===== src/hdl/rau_pkg.sv =====
`timescale 1ns / 1ps
`default_nettype none
// ----------------------------------------------------------------------------
// rau_pkg
// shared types and constants of the rational arithmetic unit
// ----------------------------------------------------------------------------
package rau_pkg;

    localparam int unsigned DW = 64;

    localparam logic [2:0] MODE_NORM  = 3'd0;
    localparam logic [2:0] MODE_ADD   = 3'd1;
    localparam logic [2:0] MODE_SUB   = 3'd2;
    localparam logic [2:0] MODE_MUL   = 3'd3;
    localparam logic [2:0] MODE_DIV   = 3'd4;
    localparam logic [2:0] MODE_RECIP = 3'd5;
    localparam logic [2:0] MODE_CMP   = 3'd6;

    localparam logic [1:0] ST_OK   = 2'd0;
    localparam logic [1:0] ST_ZERO = 2'd1;
    localparam logic [1:0] ST_OVF  = 2'd2;

    typedef struct packed {
        logic          neg;
        logic [31:0]   mag;
    } t_sm32;

    typedef struct packed {
        logic          neg;
        logic [DW-1:0] mag;
    } t_sm64;

    typedef struct packed {
        logic          start;
        logic [DW-1:0] dividend;
        logic [DW-1:0] divisor;
    } t_div_req;

    typedef struct packed {
        logic          done;
        logic [DW-1:0] quot;
        logic [DW-1:0] rem;
    } t_div_rsp;

    typedef enum logic [3:0] {
        S_IDLE,
        S_MUL0,
        S_MUL1,
        S_MUL2,
        S_COMB,
        S_GCD,
        S_GCD_WAIT,
        S_QN_GO,
        S_QN_WAIT,
        S_QD_GO,
        S_QD_WAIT,
        S_CHECK,
        S_DONE
    } t_state;

endpackage
`default_nettype wire


===== src/hdl/rau_div.sv =====
`timescale 1ns / 1ps
`default_nettype none
// ----------------------------------------------------------------------------
// rau_div
// restoring divider, one quotient bit per cycle
// ----------------------------------------------------------------------------
module rau_div (
    input  wire logic              i_clk,
    input  wire logic              i_rst_n,
    input  wire rau_pkg::t_div_req i_req,
    output rau_pkg::t_div_rsp      o_rsp
);

    localparam int unsigned CW = $clog2(rau_pkg::DW + 1);

    logic                     r_busy, n_busy;
    logic [CW-1:0]            r_cnt, n_cnt;
    logic [rau_pkg::DW-1:0]   r_rem, n_rem;
    logic [rau_pkg::DW-1:0]   r_quot, n_quot;
    logic [rau_pkg::DW-1:0]   r_dvs, n_dvs;
    logic [rau_pkg::DW:0]     rem_sh;
    logic [rau_pkg::DW:0]     diff;

    assign rem_sh = {r_rem, r_quot[rau_pkg::DW-1]};
    assign diff   = rem_sh - {1'b0, r_dvs};

    always_comb begin
        n_busy = r_busy;
        n_cnt  = r_cnt;
        n_rem  = r_rem;
        n_quot = r_quot;
        n_dvs  = r_dvs;
        if (i_req.start) begin
            n_busy = 1'b1;
            n_cnt  = CW'(rau_pkg::DW);
            n_rem  = '0;
            n_quot = i_req.dividend;
            n_dvs  = i_req.divisor;
        end else if (r_busy) begin
            if (r_cnt == '0) begin
                n_busy = 1'b0;
            end else begin
                n_cnt = r_cnt - 1'b1;
                if (!diff[rau_pkg::DW]) begin
                    n_rem  = diff[rau_pkg::DW-1:0];
                    n_quot = {r_quot[rau_pkg::DW-2:0], 1'b1};
                end else begin
                    n_rem  = rem_sh[rau_pkg::DW-1:0];
                    n_quot = {r_quot[rau_pkg::DW-2:0], 1'b0};
                end
            end
        end
    end

    always_ff @(posedge i_clk) begin
        if (!i_rst_n) begin
            r_busy <= 1'b0;
            r_cnt  <= '0;
        end else begin
            r_busy <= n_busy;
            r_cnt  <= n_cnt;
        end
        r_rem  <= n_rem;
        r_quot <= n_quot;
        r_dvs  <= n_dvs;
    end

    assign o_rsp.done = r_busy && (r_cnt == '0);
    assign o_rsp.quot = r_quot;
    assign o_rsp.rem  = r_rem;

endmodule
`default_nettype wire


===== config.mk =====
export PLATFORM = sky130hd
export DESIGN_NAME = rau_div
export DESIGN_NICKNAME = d
export VERILOG_FILES = /design/src/hdl/rau_pkg.sv /design/src/hdl/rau_div.sv
export SDC_FILE = /design/constraint.sdc
export NUM_CORES = 1
export LEC_CHECK = 0
export ABC_CLOCK_PERIOD_IN_PS = 4600
export BUFFER_PORTS_ARGS = -buffer_cell sky130_fd_sc_hd__buf_4
export CAP_MARGIN = 10
export CORE_ASPECT_RATIO = 1.4
export CORE_MARGIN = 2
export CORE_UTILIZATION = 45
export CTS_BUF_LIST = sky130_fd_sc_hd__clkbuf_4
export DETAILED_ROUTE_END_ITERATION = 6
export PLACE_DENSITY = 0.72
export SYNTH_ARGS = -nofsm -noshare
export SYNTH_HDL_FRONTEND = slang
export SYNTH_SLANG_ARGS = --single-unit
export TNS_END_PERCENT = 1

===== constraint.sdc =====
create_clock -name i_clk -period 4.6 [get_ports i_clk]
set_clock_uncertainty 0.1 [all_clocks]
set_input_delay 0.23 -clock i_clk [delete_from_list [all_inputs] [get_ports i_clk]]
set_output_delay 0.23 -clock i_clk [all_outputs]
set_load 0.02 [all_outputs]

==> flow_summary.ini <==
[run_status]
status = completed

[synthesis]
ys_ff_latch = 200
synthCells = 1211
muxShareOfSynthArea_pct = 6.27
synth-compound-area-share_pct = 19.3
synth_fa_ha_area_share_pct = 7.27
synth_fp_nets = 1409
yosys_warnings = 0
synth_xor_area_share_pct = 5.03
synthSimpleGateAreaFrac_pct = 11.4
syn_area_mm2 = 0.0116
synth_edf_count = 128
ys_seq_area_share_pct = 45.4
synth_top_family_by_area = compound AO/OA/AOI/OAI gates
syn_avg_cell_area_um2 = 9.61
synthArstFlopShare_pct = 0
synth_cell_types = 63
synth_flop_cell = edfxtp_1

[drt]
vias = 10400
first_pass_iters = 7
ant_nets = 0
viasPerCell = 5.50
drtIter0Drc = 593
routedWlPerCell_um = 18.4
drt_wl_total_um = 34800
route.detailed.drc = 0

[sta]
finalSetupViolCount = 0
tns_ns = 0
rsz0062_at_grt = no
holdWs_ns = 0.182
slew_headroom_pct = 47.2
period_minus_slack_ns = 4.12
finalCritPeriodShare_pct = 89.5
finalHoldViolCount = 0
finalMaxSlewViolations = 0
tightest_slew_ns = 0.792
fmax_mhz = 243

[setup_path]
path_class = reg -> reg
r2r_slack_ns = 0.48
critPathArrivalTime_ns = 4.55
cp-end-kind = flop
critPathLaunch = r_quot[63]
rr_startpoint = r_quot[63]
critical_path_required_ns = 5.03
critPathMaxFanout = 17
start_kind = flop
worstPathCellList = inv_1, ha_1, fa_1, nand2b_1, a21oi_1, o41ai_4, o31ai_2, nor2_2, o41ai_2, a21oi_2, xor2_4, buf_4, o21ai_1, a22o_1
crit_slowest_cell = xor2_4
max_stage_delay_ns = 0.47

[cts]
cts_setup_buffers = 0
clock_latency_ns = 0.65
clk_path_buf_depth = 2
cts.sinks = 200
cts_tree = done
cts_repair_resize_count = 0
hold_buffers = 130
clk_pin_slew_worst_paths_ns = 0.20
clock-root-buffer = clkbuf_4
cts_buffers = 17
cts_htree_levels = 4

[placed_design]
place_inst = 1732
gp_congestion = 0.969
dpl.hpwl_um = 24800
portBuffers = 259

[finish]
fillers = 2144
area_growth_pct = 32.8
register_area_mm2 = 0.00529
drive_above_1_share_pct = 24.1
multi_input_comb_area_mm2 = 0.00576
final_nets = 1760
layoutNonFillerInstCount = 1895

[floorplanning]
ios = 260
die_w_um = 140
dieHeight_um = 194
row_count = 69
die-area_mm2 = 0.0272
start_util_pct = 45.8
coreArea_mm2 = 0.0254

[pwr]
irDropWorstVdd_mv = 0.196
powerDensity_mw_per_mm2 = 303
total_power_mw = 4.68
p_leak_nw = 6.67

[grt]
grt_antenna_before_repair = 1
grt.met3_usage_pct = 4.27
globalRouteMet1Util_pct = 28.9
busiest_layer = met2
overflow = 0
grt_pass1_wl_um = 54600
grt_max_degree = 74
track_usage_pct = 25.2
grt_use_met2_pct = 46.7
grt_pass1_vias = 10500

[hold_path]
hold_path_class = in -> reg
worstHoldStart = i_req[21]

[job]
cap_violations = 0
==> layout make-up <==
cell class                      instances  area share (%)
Multi-Input combinational cell        857            37.3
Sequential cell                       200            34.2
Timing Repair Buffer                  399            21.7
Tap cell                              319            2.58
Inverter                               87            2.11
Clock inverter                         15            1.32
Clock buffer                           17           0.826
Antenna cell                            1          0.0162
==> path summary, 6_finish.rpt <==
check / cells after the start / end
worst max-delay path: 14 / r_rem[36]
worst min-delay path: 2 / r_dvs[21]
worst max register to register: 14 / r_rem[36]
worst min register to register: 2 / r_rem[19]
==> placed cells by master, fill, tap and decap left out, types with 5 or more instances in the layout <==
| cell | n |
|---|---|
| a22oi_1 | 6 |
| ha_1 | 66 |
| a21o_1 | 36 |
| and3_1 | 7 |
| nand3_1 | 13 |
| a31oi_1 | 39 |
| dlygate4sd3_1 | 130 |
| o22ai_1 | 5 |
| nor2b_1 | 5 |
| nand2_1 | 138 |
| a211oi_1 | 7 |
| edfxtp_1 | 128 |
| o21ai_0 | 75 |
| mux2_2 | 63 |
| a21boi_0 | 6 |
| nand2b_1 | 6 |
| o31ai_1 | 5 |
| o21bai_1 | 16 |
| nor4_1 | 6 |
| nand4_1 | 29 |
| o21a_1 | 7 |
| dfxtp_1 | 72 |
| buf_4 | 266 |
| inv_6 | 7 |
| inv_1 | 86 |
| nor3_1 | 6 |
| xnor2_1 | 37 |
| clkbuf_4 | 17 |
| xor2_1 | 27 |
| a21oi_1 | 108 |
| o21ai_1 | 29 |
| nor2_1 | 63 |
==> Yosys cell counts, drive strengths merged, types with 2 or more instances <==
cell type / instances / area (um2)
nand2: 138 / 518
a21boi: 6 / 45.0
mux2: 63 / 709
and2: 2 / 12.5
nor2b: 5 / 31.3
inv: 87 / 327
o21a: 7 / 52.6
or3: 4 / 30.0
a2111oi: 2 / 17.5
dfxtp: 72 / 1440
o21ai: 104 / 521
nand3b: 4 / 30.0
mux2i: 2 / 20.0
nor2: 65 / 249
and4: 3 / 26.3
a31oi: 40 / 265
o22ai: 5 / 31.3
a211oi: 8 / 65.1
nor4: 6 / 37.5
nand4: 29 / 181
o41ai: 3 / 52.6
and3: 7 / 43.8
o31a: 2 / 17.5
xnor2: 38 / 340
o211ai: 4 / 30.0
or2: 4 / 25.0
a221o: 3 / 30.0
clkbuf: 52 / 195
o21bai: 16 / 120
a21o: 36 / 270
a21oi: 109 / 549
nand3: 13 / 65.1
edfxtp: 128 / 3840
o31ai: 6 / 50.1
xor2: 28 / 245
nand2b: 6 / 37.5
a22oi: 6 / 45.0
ha: 66 / 826
buf: 15 / 101
nor3: 6 / 30.0
o221ai: 2 / 17.5
==> kinds of logic (layout without fill, tap and decap cells) <==
| group | after synthesis | in the layout |
|---|---|---|
| other | 0 | 1 |
| xor gates and xnor gates | 66 | 66 |
| and+or+nand+nor | 293 | 293 |
| buffers and inverters | 154 | 518 |
| AOI/OAI and AO/OA | 366 | 366 |
| muxes | 65 | 65 |
| adders and majority gates | 67 | 67 |
| DFF | 200 | 200 |
==> routing by layer <==
layer	up-vias	share of wire, %
met5	-	0
met4	0	2.7
met3	61	4.4
met2	316	53
met1	4957	40
li1	5086	-
==> worst max-delay path, delay by kind of cell (launching register included) <==
family	cells	cell delay, ns
compound gates	7	1.75
xor+xnor	1	0.47
simple gates	2	0.31
fa+ha+maj	2	0.59
flops	1	0.41
buf+inv	2	0.38
==> registers in the layout, summed over array words and instances (netlist names) <==
register / cells
r_dvs: 64
r_quot: 64
r_cnt: 7
r_rem: 64
r_busy: 1
==> through the flow <==
step	cell area [um2]	util (%)	setup WS [ns]
5_1_grt	15500	60.9	0.216
6_report	15500	60.9	0.483
3_5_place_dp	13800	54.4	0.539
4_1_cts	15500	60.9	0.490
3_3_place_gp	13800	54.4	0.680
2_1_floorplan	11600	-	1.14
==> power breakdown <==
group,switching [mW],internal (mW),leakage [nW]
Sequential,0.109,2.09,1.85
Clock,0.697,0.402,0.179
Combinational,0.780,0.606,4.64
Note: power is estimated with default switching activity, not from simulation.
